**src/rtl/ufp_pkg.sv**
```systemverilog
// ----------------------------------------------------------------------------
// ufp_pkg
// Types and constants shared by the file URI parser blocks.
// ----------------------------------------------------------------------------
package ufp_pkg;

  // Parse phase, one-hot.
  typedef enum logic [12:0] {
    PH_START  = 13'b0_0000_0000_0001,
    PH_I      = 13'b0_0000_0000_0010,
    PH_L      = 13'b0_0000_0000_0100,
    PH_E      = 13'b0_0000_0000_1000,
    PH_COLON  = 13'b0_0000_0001_0000,
    PH_SLASH1 = 13'b0_0000_0010_0000,
    PH_SLASH2 = 13'b0_0000_0100_0000,
    PH_HOST0  = 13'b0_0000_1000_0000,
    PH_HOST   = 13'b0_0001_0000_0000,
    PH_PATH   = 13'b0_0010_0000_0000,
    PH_PCT    = 13'b0_0100_0000_0000,
    PH_PCT1   = 13'b0_1000_0000_0000,
    PH_SKIP   = 13'b1_0000_0000_0000
  } phase_t;

  typedef enum logic [1:0] {
    KIND_HOST   = 2'd0,
    KIND_PATH   = 2'd1,
    KIND_STATUS = 2'd2
  } kind_t;

  localparam int MAX_ITEMS = 6;
  localparam int CNT_W     = 3;

  localparam logic [7:0] CH_PCT   = 8'h25;
  localparam logic [7:0] CH_SLASH = 8'h2F;
  localparam logic [7:0] CH_COLON = 8'h3A;
  localparam logic [7:0] CH_0     = 8'h30;
  localparam logic [7:0] CH_9     = 8'h39;
  localparam logic [7:0] CH_UA    = 8'h41;
  localparam logic [7:0] CH_UF    = 8'h46;
  localparam logic [7:0] CH_LA    = 8'h61;
  localparam logic [7:0] CH_LE    = 8'h65;
  localparam logic [7:0] CH_LF    = 8'h66;
  localparam logic [7:0] CH_LI    = 8'h69;
  localparam logic [7:0] CH_LL    = 8'h6C;
  localparam logic [7:0] UC_HEX_OFS = 8'h37;
  localparam logic [7:0] LC_HEX_OFS = 8'h57;

  typedef struct packed {
    kind_t      kind;
    logic [7:0] data;
    logic       status;
    logic       host_local;
    logic       run_end;
  } item_t;

  // All results caused by one request, in order.
  typedef struct packed {
    item_t [MAX_ITEMS-1:0] items;
    logic  [CNT_W-1:0]     cnt;
  } bundle_t;

  // Queue status seen by the front and back parts.
  typedef struct packed {
    logic full;
    logic empty;
  } q_stat_t;

endpackage

```
**src/rtl/ufp_in_if.sv**
```systemverilog
// ----------------------------------------------------------------------------
// ufp_in_if
// Input byte channel of the file URI parser.
// ----------------------------------------------------------------------------
interface ufp_in_if;
  logic       valid;
  logic       ready;
  logic [7:0] char_in;
  logic       is_final;

  modport source (output valid, output char_in, output is_final, input ready);
  modport sink (input valid, input char_in, input is_final, output ready);
endinterface

```
**src/rtl/ufp_out_if.sv**
```systemverilog
// ----------------------------------------------------------------------------
// ufp_out_if
// Result channel of the file URI parser.
// ----------------------------------------------------------------------------
interface ufp_out_if;
  logic       valid;
  logic       ready;
  logic [1:0] item_kind;
  logic [7:0] byte_out;
  logic       status_code;
  logic       host_local;
  logic       run_end;

  modport source (output valid, output item_kind, output byte_out, output status_code,
                  output host_local, output run_end, input ready);
  modport sink (input valid, input item_kind, input byte_out, input status_code,
                input host_local, input run_end, output ready);
endinterface

```
**src/rtl/ufp_front.sv**
```systemverilog
// ----------------------------------------------------------------------------
// ufp_front
// Accepts input bytes, runs the prefix and percent-decode parser and builds
// the list of results that each byte causes.
// ----------------------------------------------------------------------------
module ufp_front (
  input  logic              clk,
  input  logic              rst_n,
  ufp_in_if.sink            in_ch,
  input  ufp_pkg::q_stat_t  q_stat,
  output logic              push,
  output ufp_pkg::bundle_t  push_data
);
  import ufp_pkg::*;

  typedef struct packed {
    phase_t                phase;
    logic [7:0]            pend;
    logic                  held;
    logic                  nonempty;
    logic                  localhost;
    item_t [MAX_ITEMS-1:0] items;
    logic  [CNT_W-1:0]     cnt;
  } work_t;

  phase_t     phase_r;
  logic [7:0] pend_r;
  logic       held_r;
  logic       nonempty_r;
  logic       local_r;
  work_t      w;
  logic       accept;
  logic       valid_uri;
  item_t      stat_item;

  function automatic logic is_hex(logic [7:0] c);
    return ((c >= CH_0) && (c <= CH_9)) || ((c >= CH_UA) && (c <= CH_UF)) ||
           ((c >= CH_LA) && (c <= CH_LF));
  endfunction

  function automatic logic [3:0] hex_val(logic [7:0] c);
    logic [7:0] d;
    if ((c >= CH_0) && (c <= CH_9)) begin
      d = c - CH_0;
    end else if ((c >= CH_UA) && (c <= CH_UF)) begin
      d = c - UC_HEX_OFS;
    end else begin
      d = c - LC_HEX_OFS;
    end
    return d[3:0];
  endfunction

  function automatic work_t put_path(work_t wi, logic [7:0] b);
    work_t wo;
    wo = wi;
    wo.items[wo.cnt] = '{kind: KIND_PATH, data: b, status: 1'b0, host_local: 1'b0,
                         run_end: 1'b0};
    wo.cnt = wo.cnt + 3'd1;
    return wo;
  endfunction

  function automatic work_t path_out(work_t wi, logic [7:0] b);
    work_t wo;
    wo = wi;
    if (wo.held) begin
      wo = put_path(wo, CH_SLASH);
      wo.nonempty = 1'b1;
      wo.held = 1'b0;
    end
    if (b == CH_SLASH) begin
      wo.held = 1'b1;
    end else begin
      wo = put_path(wo, b);
      wo.nonempty = 1'b1;
    end
    return wo;
  endfunction

  function automatic work_t path_char(work_t wi, logic [7:0] c);
    work_t wo;
    logic  done;
    wo = wi;
    done = 1'b0;
    if (wo.phase == PH_PCT) begin
      if (is_hex(c)) begin
        wo.pend = c;
        wo.phase = PH_PCT1;
        done = 1'b1;
      end else begin
        wo.phase = PH_PATH;
        wo = path_out(wo, CH_PCT);
      end
    end else if (wo.phase == PH_PCT1) begin
      if (is_hex(c)) begin
        wo.phase = PH_PATH;
        wo = path_out(wo, {hex_val(wo.pend), hex_val(c)});
        wo.pend = '0;
        done = 1'b1;
      end else begin
        wo.phase = PH_PATH;
        wo = path_out(wo, CH_PCT);
        wo = path_out(wo, wo.pend);
        wo.pend = '0;
      end
    end
    if (!done) begin
      if (c == CH_PCT) begin
        wo.phase = PH_PCT;
      end else begin
        wo = path_out(wo, c);
      end
    end
    return wo;
  endfunction

  assign accept = in_ch.valid && in_ch.ready;
  assign in_ch.ready = !q_stat.full;

  always_comb begin
    w = '0;
    w.phase = phase_r;
    w.pend = pend_r;
    w.held = held_r;
    w.nonempty = nonempty_r;
    w.localhost = local_r;
    valid_uri = 1'b0;
    stat_item = '0;

    unique case (phase_r)
      PH_START: begin
        if (in_ch.char_in == CH_SLASH) begin
          w.localhost = 1'b1;
          w.phase = PH_PATH;
          w = path_char(w, in_ch.char_in);
        end else if (in_ch.char_in == CH_LF) begin
          w.phase = PH_I;
        end else begin
          w.phase = PH_SKIP;
        end
      end
      PH_I:      w.phase = (in_ch.char_in == CH_LI) ? PH_L : PH_SKIP;
      PH_L:      w.phase = (in_ch.char_in == CH_LL) ? PH_E : PH_SKIP;
      PH_E:      w.phase = (in_ch.char_in == CH_LE) ? PH_COLON : PH_SKIP;
      PH_COLON:  w.phase = (in_ch.char_in == CH_COLON) ? PH_SLASH1 : PH_SKIP;
      PH_SLASH1: w.phase = (in_ch.char_in == CH_SLASH) ? PH_SLASH2 : PH_SKIP;
      PH_SLASH2: begin
        if (in_ch.char_in == CH_SLASH) begin
          w.phase = PH_HOST0;
        end else begin
          w.localhost = 1'b1;
          w.phase = PH_PATH;
          w = path_char(w, CH_SLASH);
          w = path_char(w, in_ch.char_in);
        end
      end
      PH_HOST0, PH_HOST: begin
        if (in_ch.char_in == CH_SLASH) begin
          w.localhost = (phase_r == PH_HOST0);
          w.phase = PH_PATH;
          w = path_char(w, in_ch.char_in);
        end else begin
          w.items[w.cnt] = '{kind: KIND_HOST, data: in_ch.char_in, status: 1'b0,
                             host_local: 1'b0, run_end: 1'b0};
          w.cnt = w.cnt + 3'd1;
          w.phase = PH_HOST;
        end
      end
      PH_PATH, PH_PCT, PH_PCT1: w = path_char(w, in_ch.char_in);
      default: w.phase = PH_SKIP;
    endcase

    if (in_ch.is_final) begin
      if (w.phase == PH_SLASH2) begin
        w.localhost = 1'b1;
        w.phase = PH_PATH;
        w = path_char(w, CH_SLASH);
      end
      if ((w.phase == PH_PATH) || (w.phase == PH_PCT) || (w.phase == PH_PCT1)) begin
        if (w.phase == PH_PCT) begin
          w = path_out(w, CH_PCT);
        end else if (w.phase == PH_PCT1) begin
          w = path_out(w, CH_PCT);
          w = path_out(w, w.pend);
        end
        if (w.held && !w.nonempty) begin
          w = put_path(w, CH_SLASH);
        end
        valid_uri = 1'b1;
      end
      stat_item = '{kind: KIND_STATUS, data: 8'h00, status: !valid_uri,
                    host_local: valid_uri && w.localhost, run_end: 1'b1};
      w.items[w.cnt] = stat_item;
      w.cnt = w.cnt + 3'd1;
      w.phase = PH_START;
      w.pend = '0;
      w.held = 1'b0;
      w.nonempty = 1'b0;
      w.localhost = 1'b0;
    end
  end

  assign push = accept && (w.cnt != '0);
  assign push_data = '{items: w.items, cnt: w.cnt};

  always_ff @(posedge clk) begin
    if (!rst_n) begin
      phase_r <= PH_START;
      pend_r <= '0;
      held_r <= 1'b0;
      nonempty_r <= 1'b0;
      local_r <= 1'b0;
    end else if (accept) begin
      phase_r <= w.phase;
      pend_r <= w.pend;
      held_r <= w.held;
      nonempty_r <= w.nonempty;
      local_r <= w.localhost;
    end
  end

endmodule

```
**src/rtl/ufp_fifo.sv**
```systemverilog
// ----------------------------------------------------------------------------
// ufp_fifo
// Queue of result bundles between the parser and the result sequencer.
// ----------------------------------------------------------------------------
module ufp_fifo #(
  parameter int DEPTH = 4
) (
  input  logic              clk,
  input  logic              rst_n,
  input  logic              push,
  input  ufp_pkg::bundle_t  push_data,
  input  logic              pop,
  output ufp_pkg::bundle_t  head,
  output ufp_pkg::q_stat_t  q_stat
);
  import ufp_pkg::*;

  localparam int PTR_W = (DEPTH > 1) ? $clog2(DEPTH) : 1;
  localparam int CNT_Q = $clog2(DEPTH + 1);
  localparam logic [PTR_W-1:0] LAST_PTR = PTR_W'(DEPTH - 1);
  localparam logic [CNT_Q-1:0] FULL_CNT = CNT_Q'(DEPTH);

  bundle_t          mem_r [DEPTH];
  logic [PTR_W-1:0] wr_ptr_r;
  logic [PTR_W-1:0] rd_ptr_r;
  logic [CNT_Q-1:0] cnt_r;
  logic             do_push;
  logic             do_pop;

  assign q_stat.full  = (cnt_r == FULL_CNT);
  assign q_stat.empty = (cnt_r == '0);
  assign do_push = push && !q_stat.full;
  assign do_pop  = pop && !q_stat.empty;
  assign head = mem_r[rd_ptr_r];

  always_ff @(posedge clk) begin
    if (do_push) begin
      mem_r[wr_ptr_r] <= push_data;
    end
  end

  always_ff @(posedge clk) begin
    if (!rst_n) begin
      wr_ptr_r <= '0;
      rd_ptr_r <= '0;
      cnt_r <= '0;
    end else begin
      if (do_push) begin
        wr_ptr_r <= (wr_ptr_r == LAST_PTR) ? '0 : wr_ptr_r + 1'b1;
      end
      if (do_pop) begin
        rd_ptr_r <= (rd_ptr_r == LAST_PTR) ? '0 : rd_ptr_r + 1'b1;
      end
      if (do_push && !do_pop) begin
        cnt_r <= cnt_r + 1'b1;
      end else if (do_pop && !do_push) begin
        cnt_r <= cnt_r - 1'b1;
      end
    end
  end

endmodule

```
**src/rtl/ufp_back.sv**
```systemverilog
// ----------------------------------------------------------------------------
// ufp_back
// Sends the results of the bundle at the queue head one request at a time.
// ----------------------------------------------------------------------------
module ufp_back (
  input  logic              clk,
  input  logic              rst_n,
  input  ufp_pkg::bundle_t  head,
  input  ufp_pkg::q_stat_t  q_stat,
  output logic              pop,
  ufp_out_if.source         out_ch
);
  import ufp_pkg::*;

  logic [CNT_W-1:0] idx_r;
  logic [CNT_W-1:0] idx_nxt;
  logic             last_item;
  logic             sent;
  item_t            cur;

  assign cur = head.items[idx_r];
  assign last_item = (idx_r == (head.cnt - 1'b1));
  assign sent = out_ch.valid && out_ch.ready;
  assign pop = sent && last_item;

  assign out_ch.valid       = !q_stat.empty;
  assign out_ch.item_kind   = cur.kind;
  assign out_ch.byte_out    = cur.data;
  assign out_ch.status_code = cur.status;
  assign out_ch.host_local  = cur.host_local;
  assign out_ch.run_end     = cur.run_end;

  always_comb begin
    idx_nxt = idx_r;
    if (sent) begin
      idx_nxt = last_item ? '0 : idx_r + 1'b1;
    end
  end

  always_ff @(posedge clk) begin
    if (!rst_n) begin
      idx_r <= '0;
    end else begin
      idx_r <= idx_nxt;
    end
  end

endmodule

```
**src/rtl/file_uri_parser_percent_decode.sv**
```systemverilog
// A streaming file URI parser: one byte of the identifier per request, the
// last one marked, giving host bytes, percent-decoded path bytes and a
// closing status item. A byte is accepted every cycle while the result queue
// has room; the queue holds FIFO_DEPTH byte result lists. Results leave at one
// per cycle while the receiver is ready and the queue is not empty, and a byte
// causes at most five results, so the output port sets the long-run rate. The
// results of a byte are written into the result queue and leave from its head.
// ----------------------------------------------------------------------------
// file_uri_parser_percent_decode
// Top level: parser front, result queue and result sequencer.
// ----------------------------------------------------------------------------
module file_uri_parser_percent_decode #(
  parameter int FIFO_DEPTH = 4
) (
  input  logic      clk,
  input  logic      rst_n,
  ufp_in_if.sink    in_ch,
  ufp_out_if.source out_ch
);
  import ufp_pkg::*;

  logic    push;
  logic    pop;
  bundle_t push_data;
  bundle_t head;
  q_stat_t q_stat;

  ufp_front u_front (
    .clk       (clk),
    .rst_n     (rst_n),
    .in_ch     (in_ch),
    .q_stat    (q_stat),
    .push      (push),
    .push_data (push_data)
  );

  ufp_fifo #(
    .DEPTH (FIFO_DEPTH)
  ) u_fifo (
    .clk       (clk),
    .rst_n     (rst_n),
    .push      (push),
    .push_data (push_data),
    .pop       (pop),
    .head      (head),
    .q_stat    (q_stat)
  );

  ufp_back u_back (
    .clk    (clk),
    .rst_n  (rst_n),
    .head   (head),
    .q_stat (q_stat),
    .pop    (pop),
    .out_ch (out_ch)
  );

`ifndef SYNTHESIS
  a_run_end_on_status: assert property (@(posedge clk) disable iff (!rst_n)
    out_ch.valid |-> (out_ch.run_end == (out_ch.item_kind == KIND_STATUS)))
    else $error("run_end does not match a status item");

  a_status_no_byte: assert property (@(posedge clk) disable iff (!rst_n)
    (out_ch.valid && (out_ch.item_kind == KIND_STATUS)) |-> (out_ch.byte_out == 8'h00))
    else $error("status item carries a byte");

  a_head_not_empty: assert property (@(posedge clk) disable iff (!rst_n)
    !q_stat.empty |-> (head.cnt != '0))
    else $error("queued bundle holds no results");

  a_no_push_full: assert property (@(posedge clk) disable iff (!rst_n)
    push |-> !q_stat.full)
    else $error("push into full result queue");
`endif

endmodule

```
**src/flat_wrapper.sv**
```systemverilog
// flat-port wrapper written by rule: the top's interface ports become plain ports
module file_uri_parser_percent_decode_flat import ufp_pkg::*;
#(
  parameter int FIFO_DEPTH = 4
)
  (clk, rst_n, in_ch_valid, in_ch_char_in, in_ch_is_final, in_ch_ready, out_ch_valid, out_ch_item_kind, out_ch_byte_out, out_ch_status_code, out_ch_host_local, out_ch_run_end, out_ch_ready);
  ufp_in_if in_ch_i ();
  ufp_out_if out_ch_i ();
  input  logic clk;
  input  logic rst_n;
  input wire logic [$bits(in_ch_i.valid)-1:0] in_ch_valid;
  input wire logic [$bits(in_ch_i.char_in)-1:0] in_ch_char_in;
  input wire logic [$bits(in_ch_i.is_final)-1:0] in_ch_is_final;
  output wire logic [$bits(in_ch_i.ready)-1:0] in_ch_ready;
  output wire logic [$bits(out_ch_i.valid)-1:0] out_ch_valid;
  output wire logic [$bits(out_ch_i.item_kind)-1:0] out_ch_item_kind;
  output wire logic [$bits(out_ch_i.byte_out)-1:0] out_ch_byte_out;
  output wire logic [$bits(out_ch_i.status_code)-1:0] out_ch_status_code;
  output wire logic [$bits(out_ch_i.host_local)-1:0] out_ch_host_local;
  output wire logic [$bits(out_ch_i.run_end)-1:0] out_ch_run_end;
  input wire logic [$bits(out_ch_i.ready)-1:0] out_ch_ready;
  assign in_ch_i.valid = in_ch_valid;
  assign in_ch_i.char_in = in_ch_char_in;
  assign in_ch_i.is_final = in_ch_is_final;
  assign in_ch_ready = in_ch_i.ready;
  assign out_ch_valid = out_ch_i.valid;
  assign out_ch_item_kind = out_ch_i.item_kind;
  assign out_ch_byte_out = out_ch_i.byte_out;
  assign out_ch_status_code = out_ch_i.status_code;
  assign out_ch_host_local = out_ch_i.host_local;
  assign out_ch_run_end = out_ch_i.run_end;
  assign out_ch_i.ready = out_ch_ready;
  file_uri_parser_percent_decode #(.FIFO_DEPTH(FIFO_DEPTH)) u_core (.clk(clk), .rst_n(rst_n), .in_ch(in_ch_i), .out_ch(out_ch_i));
endmodule
```
**config.mk**
```make
export PLATFORM = sky130hd
export DESIGN_NAME = file_uri_parser_percent_decode_flat
export DESIGN_NICKNAME = d
export VERILOG_FILES = /design/src/rtl/ufp_pkg.sv /design/src/rtl/ufp_in_if.sv /design/src/rtl/ufp_out_if.sv /design/src/rtl/ufp_front.sv /design/src/rtl/ufp_fifo.sv /design/src/rtl/ufp_back.sv /design/src/rtl/file_uri_parser_percent_decode.sv /design/src/flat_wrapper.sv
export SDC_FILE = /design/constraint.sdc
export NUM_CORES = 1
export LEC_CHECK = 0
export ABC_AREA = 0
export BUFFER_PORTS_ARGS = -buffer_cell sky130_fd_sc_hd__buf_2
export CORE_ASPECT_RATIO = 1.25
export CORE_MARGIN = 10
export CORE_UTILIZATION = 65
export CTS_CLUSTER_DIAMETER = 30
export DETAILED_ROUTE_END_ITERATION = 8
export PLACE_DENSITY = 0.8
export REMOVE_ABC_BUFFERS = 1
export SYNTH_ARGS = -nofsm -noshare
export SYNTH_HDL_FRONTEND = slang
export SYNTH_SLANG_ARGS = --single-unit
```
**constraint.sdc**
```tcl
create_clock -name clk -period 18.9 [get_ports clk]
set_clock_uncertainty 0.15 [all_clocks]
set_input_delay 0 -clock clk [delete_from_list [all_inputs] [get_ports clk]]
set_output_delay 0 -clock clk [all_outputs]
set_load 0.1 [all_outputs]
```
Word-level counts from Yosys, hierarchy flattened
Memory sizes are Yosys's and may differ from the RTL's. A register that Yosys moved wholly into a read port is not among the register bits.
Cells that the tools add are included.
Widths: inputs -> output; s select.
Operators by class
  reduce and logical (&&, ||, !) cells: 55
  div/mod/pow operators: 0
  $lt $le $gt $ge: 61
  mux-type cells: 234
  $add $sub $neg: 38
  multipliers: 0
  bitwise logic cells: 45
  shift operators: 0
  eq/ne operators: 34
Operator list (number)
  $mux 105: 64
  $mux 83: 17
  $mux 84: 16
  $mux 92: 11
  $demux 13 s3: 23
  $bwmux 78: 8
  $mux 13: 37
  $and 42x42->42: 9
  $not 42->42: 9
  $pmux 92 s4: 1
  $and 54x54->54: 6
  $not 54->54: 6
  $or 36x36->36: 9
  $mux 82: 2
  $or 24x24->24: 6
  $pmux 13 s9: 1
  $lt 3x4->1 const B: 24
  $mux 4: 23
  $mux 81: 1
  $add 3x1->3 const B: 25
  $ge 3x1->1 const B: 23
  $mux 68: 1
  $eq 8x6->1 const B: 8
  $mux 21: 2
  other kinds (37): 135
Word-level totals
  register bits after elaboration: 34
  output and inout bits: 15
  memory bits (writable): 324
  latch bits: 0
  memory bits (read-only): 0
  memories kept: 1
Memory list
  u_core.u_fifo.mem_r: depth 4, bits a word 81, read ports 1, clocked after Yosys merged registers in 1, write ports 1, RTL line ufp_fifo.sv:23  | bundle_t mem_r [DEPTH];

Longest topological paths before layout
  depth in word-level cells: 142
  gate-level depth with buffers: 40
  mapped depth without buffers: 38

Cells and area by module
A second synthesis with hierarchy kept.
Unflattened totals
  cells, all modules: 1650
  area, all modules: 20298.2 um^2
By module, submodules not included
  ufp_fifo: area each 12244.2 um^2, times used 1, cells an instance 474
  ufp_front: area each 7204.4 um^2, times used 1, cells an instance 1095
  ufp_back: area each 849.6 um^2, times used 1, cells an instance 81

Least setup slack after synthesis
Ideal clock, no wire load.
  kind: reg-to-reg
  start: reg u_core.u_front.pend_r[0]
  end: mem u_core.u_fifo.mem_r[0][0] (netlist bit) (enable)
  period minus slack after synthesis: 9192 ps
  path slack: 9708 ps
  cell stages (with the launch flop): 36
  path buffers: 2
  required time: 18309 ps
  arrival time: 8600 ps
  setup time: 441 ps
  cells stage by stage: dfxtp_1 -> buf_2 -> inv_1 -> ha_1 -> o21bai_1 -> a21oi_2 -> mux2_2 -> nand4b_1 -> ha_1 -> nand4_1 -> nand3_1 -> ha_1 -> a21oi_1 -> nor2_1 -> ha_1 -> o21a_1 -> nor2_1 -> or3_1 -> clkbuf_1 -> inv_1 -> ha_1 -> nand2_1 -> nand2_1 -> ha_1 -> nand2_1 -> o21ai_0 -> ha_1 -> o22ai_1 -> a211oi_2 -> ha_1 -> o22ai_1 -> nor2_1 -> ha_1 -> a21oi_1 -> a31oi_2 -> and2_1
On the way
  longest elaborated chain between the ends: 68
  elaborated cells between the ends (all ways): 145
RTL lines
  start: declaration: RTL line ufp_front.sv:27  | logic [7:0] pend_r;
  start signal: assignment: RTL line ufp_front.sv:214  | pend_r <= w.pend;
  parallel branches: the longest is 29 deep, another holds $ge 8x7->1
  $pmux 92 s4 *: RTL line ufp_front.sv:129  | unique case (phase_r)
  $add 3x1->3: RTL line ufp_front.sv:58  | wo.cnt = wo.cnt + 3'd1;
  $mux 83: RTL line ufp_front.sv:65  | if (wo.held) begin
  $mux 105: RTL line ufp_front.sv:173  | if (w.phase == PH_SLASH2) begin
  $mux 105: RTL line ufp_front.sv:172  | if (in_ch.is_final) begin
  $add 3x1->3: RTL line ufp_front.sv:58
  $mux 83: RTL line ufp_front.sv:65
  [25 not listed]
  $add 3x1->3: RTL line ufp_front.sv:193  | w.cnt = w.cnt + 3'd1;
  $mux 105 *: RTL line ufp_front.sv:172
  $reduce_bool 3->1 *: RTL line ufp_front.sv:202  | assign push = accept && (w.cnt != '0);
  $logic_and 1x1->1 *: RTL line ufp_front.sv:202
  $logic_and 1x1->1 *: RTL line ufp_fifo.sv:32  | assign do_push = push && !q_stat.full;
  net u_core.u_fifo.do_push: RTL line ufp_fifo.sv:27  | logic do_push;
  $mux 1 *: RTL line ufp_fifo.sv:37  | if (do_push) begin
  $mux 1 (implied by the code) *: RTL line ufp_fifo.sv:38  | mem_r[wr_ptr_r] <= push_data;
  end: declaration: RTL line ufp_fifo.sv:23
Mark *: on every way through the listed nets, which the timed path passes. The select of a mux whose other input is x is not followed.

Final worst setup path
  start: in in_ch_char_in[1]
  end: reg u_core.u_fifo.cnt_r[2]
On the way
  longest elaborated chain between the ends: 66
  elaborated cells between the ends (all ways): 153
RTL lines
  start: declaration: RTL line flat_wrapper.sv:12  | input wire logic [$bits(in_ch_i.char_in)-1:0] in_ch_char_in;
  $ge 8x7->1 or $le 8x7->1 (tied branches): RTL line ufp_front.sv:37, ufp_front.sv:45
  $logic_and 1x1->1: RTL line ufp_front.sv:37, ufp_front.sv:45
  $mux 4: RTL line ufp_front.sv:45  | end else if ((c >= CH_UA) && (c <= CH_UF)) begin
  $mux 4: RTL line ufp_front.sv:43  | if ((c >= CH_0) && (c <= CH_9)) begin
  $mux 4: RTL line ufp_front.sv:94  | if (is_hex(c)) begin
  $mux 4: RTL line ufp_front.sv:93  | end else if (wo.phase == PH_PCT1) begin
  $mux 4: RTL line ufp_front.sv:84  | if (wo.phase == PH_PCT) begin
  $mux 4: RTL line ufp_front.sv:147  | if (in_ch.char_in == CH_SLASH) begin
  [51 not listed]
  $mux 105 *: RTL line ufp_front.sv:172
  $reduce_bool 3->1 *: RTL line ufp_front.sv:202
  $logic_and 1x1->1 *: RTL line ufp_front.sv:202
  $logic_and 1x1->1 *: RTL line ufp_fifo.sv:32
  net u_core.u_fifo.do_push: RTL line ufp_fifo.sv:27
  $logic_not 1->1: RTL line ufp_fifo.sv:56  | end else if (do_pop && !do_push) begin
  $logic_and 1x1->1: RTL line ufp_fifo.sv:56
  $reduce_bool 2->1 (no line)
  end signal: assignment: RTL line ufp_fifo.sv:55  | cnt_r <= cnt_r + 1'b1;
  end signal: assignment: RTL line ufp_fifo.sv:57  | cnt_r <= cnt_r - 1'b1;
  end: declaration: RTL line ufp_fifo.sv:26  | logic [CNT_Q-1:0] cnt_r;
The timed path passes the listed nets; every way through them passes the cells marked *. The select of a mux whose other input is x is not followed.
A chain may end at the register's enable or synchronous reset.

==> summary.md <==
| Metric | Value |
|---|---|
| Crit-path max FO | `14` |
| CP max stage cell | `dlygate4sd3_1` |
| Synth area leaders | `edfxtp_1, mux4_2, dfxtp_1, nand2_1, nor2_1` |
| Cts bufs inserted | `44` |
| Main synth FF type | `edfxtp_1` |
| Synth Cell Area | `18000 um^2` |
| Post-synth EDFFs | `300` |
| Post CTS Setup Buffer Count | `0` |
| Fin crit share | `52.7%` |
| WHS Path Cells | `5` |
| Clock Sinks | `336` |
| Critical path's most frequent cell | `ha_1` |
| Count leader, synth | `edfxtp_1` |
| TritonCTS clock tree | `yes` |
| Leakage | `between 6 and 7 nW` |
| Post-synthesis register bit count | `336` |
| Min-delay src | `in_ch_char_in[3]` |
| Total track usage | `between 30% and 40%` |
| WHS | `-0.00329 ns` |
| Clk buf depth | `3` |
| Seq/Total Area, Yosys | `a little over half` |
| Maximum vdd drop | `85.3 uV` |
| Final GP Congestion | `1.06` |
| Slew HR | `13.5%` |
| Yosys cell types | `100` |
| Area delta synth->final | `11.8%` |
| Syn Area/Cell | `about 12 um^2` |
| Area of placed instances | `roughly 18000 um^2` |
| Vias in the first global route | `14000` |
| Die area | `34900 um^2` |
| Hold Crit Class | `in -> reg` |
| Setup crit end kind | `flop` |
| Die extent in y | `~210 um` |
| Synthesized instance count | `around 1500` |
| Async S/R FF share, synth | `0%` |
| Initial DRC count | `2354` |
| Reg2reg path depth | `38` |
| Global route overflow | `0` |
| Final nets | `~1600` |
| Critical Path AT | `10.26 ns` |
| Top cells by count, synth | `edfxtp_1, nand2_1, nor2_1, mux4_2, o21ai_0` |
| Setup crit start kind | `primary input` |
| Initial core utilization | `65.6%` |
| Initial antenna violation count | `1` |
| Per-cell routed wire length | `31.1 um` |
| Slew Limit Fails | `0` |
| Kind of critical path | `in -> reg` |
| Layout fillers | `about 1700` |
| Routed Antenna Nets | `0` |
| Post-Layout Inst Area | `20200 um^2` |
| Final routed DRC violation total | `0` |
| Buf/Inv on CP | `5` |
| Setup_tns | `0 ns` |
| Final setup margin | `8.95 ns` |
| Crit path from | `in_ch_char_in[1]` |
| Setup violators final | `0` |
| ANT cells | `0` |
| DRT Pass-1 Iters | `7` |
| Reg-to-reg slack, setup | `8.96 ns` |
| Layout cell share with drive strength beyond 1 | `about 17%` |
| Worst Tran Pin Value | `1.28 ns` |
| Area leader, netlist | `edfxtp_1` |
| Post-DP HPWL | `39.1 mm` |
| Vias | `14000` |
| Global-route wire length before repair | `around 89 mm` |
| Tmin final | `9.95 ns` |
| Reg clk slew, reported paths | `0.05 ns` |
| RR Startpoint | `u_core.u_front.pend_r[0]$_SDFFE_PN0P_` |
| CP peak stage delay | `0.53 ns` |
| Worst slack, placed | `9.24 ns` |
| Root Buffer | `clkbuf_16` |
| WP data required | `19.21 ns` |
| PortBufs | `27` |
| Worst-Skew Late Latency | `0.57 ns` |
| Top Ports | `28` |
| Final hold violation count | `1` |
| Fmax | `100 MHz` |
| Levels on crit path | `40` |
| Failing checks | `negative hold slack` |
| Top-area cell type share of the netlist area | `49.9%` |
| Power per cell area | `between 90 and 100 nW/um^2` |
| Row count | `68` |
| Total power | `1.88 mW` |
| Vias per cell | `7.34` |
| Core area | `around 27000 um^2` |
| Final WL | `59.2 mm` |
| Yosys Warn Count | `0` |
| Pin count of the biggest net entering global routing | `a little over 70` |
| CP delay by family, top | `adder cells` |
| Status | `finished, violations left` |
| Htree depth | `2` |
| Unrepaired setup endpoints after global routing | `no` |
| Max Cap Violations | `0` |
| Chip width | `169 um` |
## flip-flops by register name (all words and copies together) (netlist names), named ones only
register / cells
u_core.u_back.idx_r: 3
u_core.u_fifo.cnt_r: 3
u_core.u_fifo.mem_r: 300
u_core.u_fifo.rd_ptr_r: 2
u_core.u_fifo.wr_ptr_r: 2
u_core.u_front.held_r: 1
u_core.u_front.local_r: 1
u_core.u_front.nonempty_r: 1
u_core.u_front.pend_r: 8
u_core.u_front.phase_r: 13
## per-stage QoR
step	cells	utilization (%)	hold slack [ns]
after floorplan	1415	-	-0.0738
after global placement	1814	67.2	0.164
after detailed placement	1814	67.2	0.169
after CTS	1905	73.4	0.00511
after global routing	1905	73.4	0.0520
final	1905	73.4	-0.00329
## placed cells by master, fill, tap and decap left out, drive strengths merged, types with 7 or more instances in the layout
cell | synthesis | final
xor2 | 8 | 8
inv | 42 | 55
and2 | 25 | 25
ha | 32 | 32
a211oi | 15 | 15
nor2b | 33 | 33
nor2 | 125 | 125
a31oi | 9 | 9
nand4 | 18 | 18
nand2b | 7 | 7
o211ai | 13 | 13
clkbuf | 50 | 48
a22oi | 22 | 22
dlygate4sd3 | 0 | 10
o31ai | 8 | 8
o21a | 8 | 8
nor4 | 15 | 15
buf | 38 | 49
nand3 | 35 | 35
a21o | 9 | 9
conb | 1 | 16
bufinv | 0 | 7
a21oi | 68 | 68
dfxtp | 36 | 36
and3 | 18 | 18
xnor2 | 15 | 15
or4 | 9 | 9
o21ai | 86 | 86
nor3 | 41 | 41
clkinv | 1 | 11
or3 | 11 | 11
nand2 | 135 | 135
mux4 | 87 | 87
edfxtp | 300 | 300
mux2i | 22 | 22
o22ai | 39 | 39
or2 | 8 | 8
## kinds of logic (layout without fill, tap and decap cells)
logic type               Yosys count  after routing  synth area share [%]
AO/OA/AOI/OAI                    349            349                  13.2
XOR/XNOR                          24             24                  1.24
adder cells (fa/ha/maj)           33             33                  2.33
buffers and inverters            131            183                  3.01
flip-flops                       336            336                  53.9
multiplexers                     111            111                  12.2
other                              1             16                0.0208
AND/OR/NAND/NOR                  503            503                  14.1
## power breakdown
group | internal (mW) | switching [mW] | total, mW | leakage, nW
Clock | 0.541 | 0.354 | 0.895 | 0.768
Combinational | 0.0478 | 0.116 | 0.164 | 2.95
Sequential | 0.814 | 0.00794 | 0.822 | 3.17
Total | 1.40 | 0.478 | 1.88 | 6.89
## metal layers
layer | wire length, um | vias to the layer above | global-route usage (%)
li1 | - | 5856 | -
met1 | 19900 | 6729 | 39.8
met2 | 28700 | 1095 | 56.1
met3 | 6100 | 298 | 7.13
met4 | 4540 | 2 | 21.4
met5 | 12 | - | 0
## worst paths after layout
path / to
worst max-delay path: u_core.u_fifo.cnt_r[2]$_SDFFE_PN0P_
worst min-delay path: u_core.u_front.phase_r[5]$_SDFFE_PN0P_
worst max register to register: u_core.u_fifo.cnt_r[2]$_SDFFE_PN0P_
worst min register to register: u_core.u_fifo.wr_ptr_r[1]$_SDFFE_PN0P_
## repair_timing
item | 4_1_cts | 5_1_grt
resized for setup | 0 | 0
hold buffers | 10 | 0
hold endpoints to repair | 96 | 0
## tightest hold or removal path, stage by stage
cell and delay, ns:
buf_2 0.25, nand2_1 0.13, nor3_1 0.09, nand4_1 0.10, a21boi_0 0.07
## area by class of cell
cell class	instances	area, um^2	share of cell area, %
multi-input cells	1036	7840	38.8
repair buffers	59	400	1.99
well taps	350	438	2.17
clock buffers	48	1120	5.53
flip-flops and latches	336	9740	48.3
inverters	43	161	0.800
clock inverters	33	479	2.38
(Power assumes the default switching activity.)
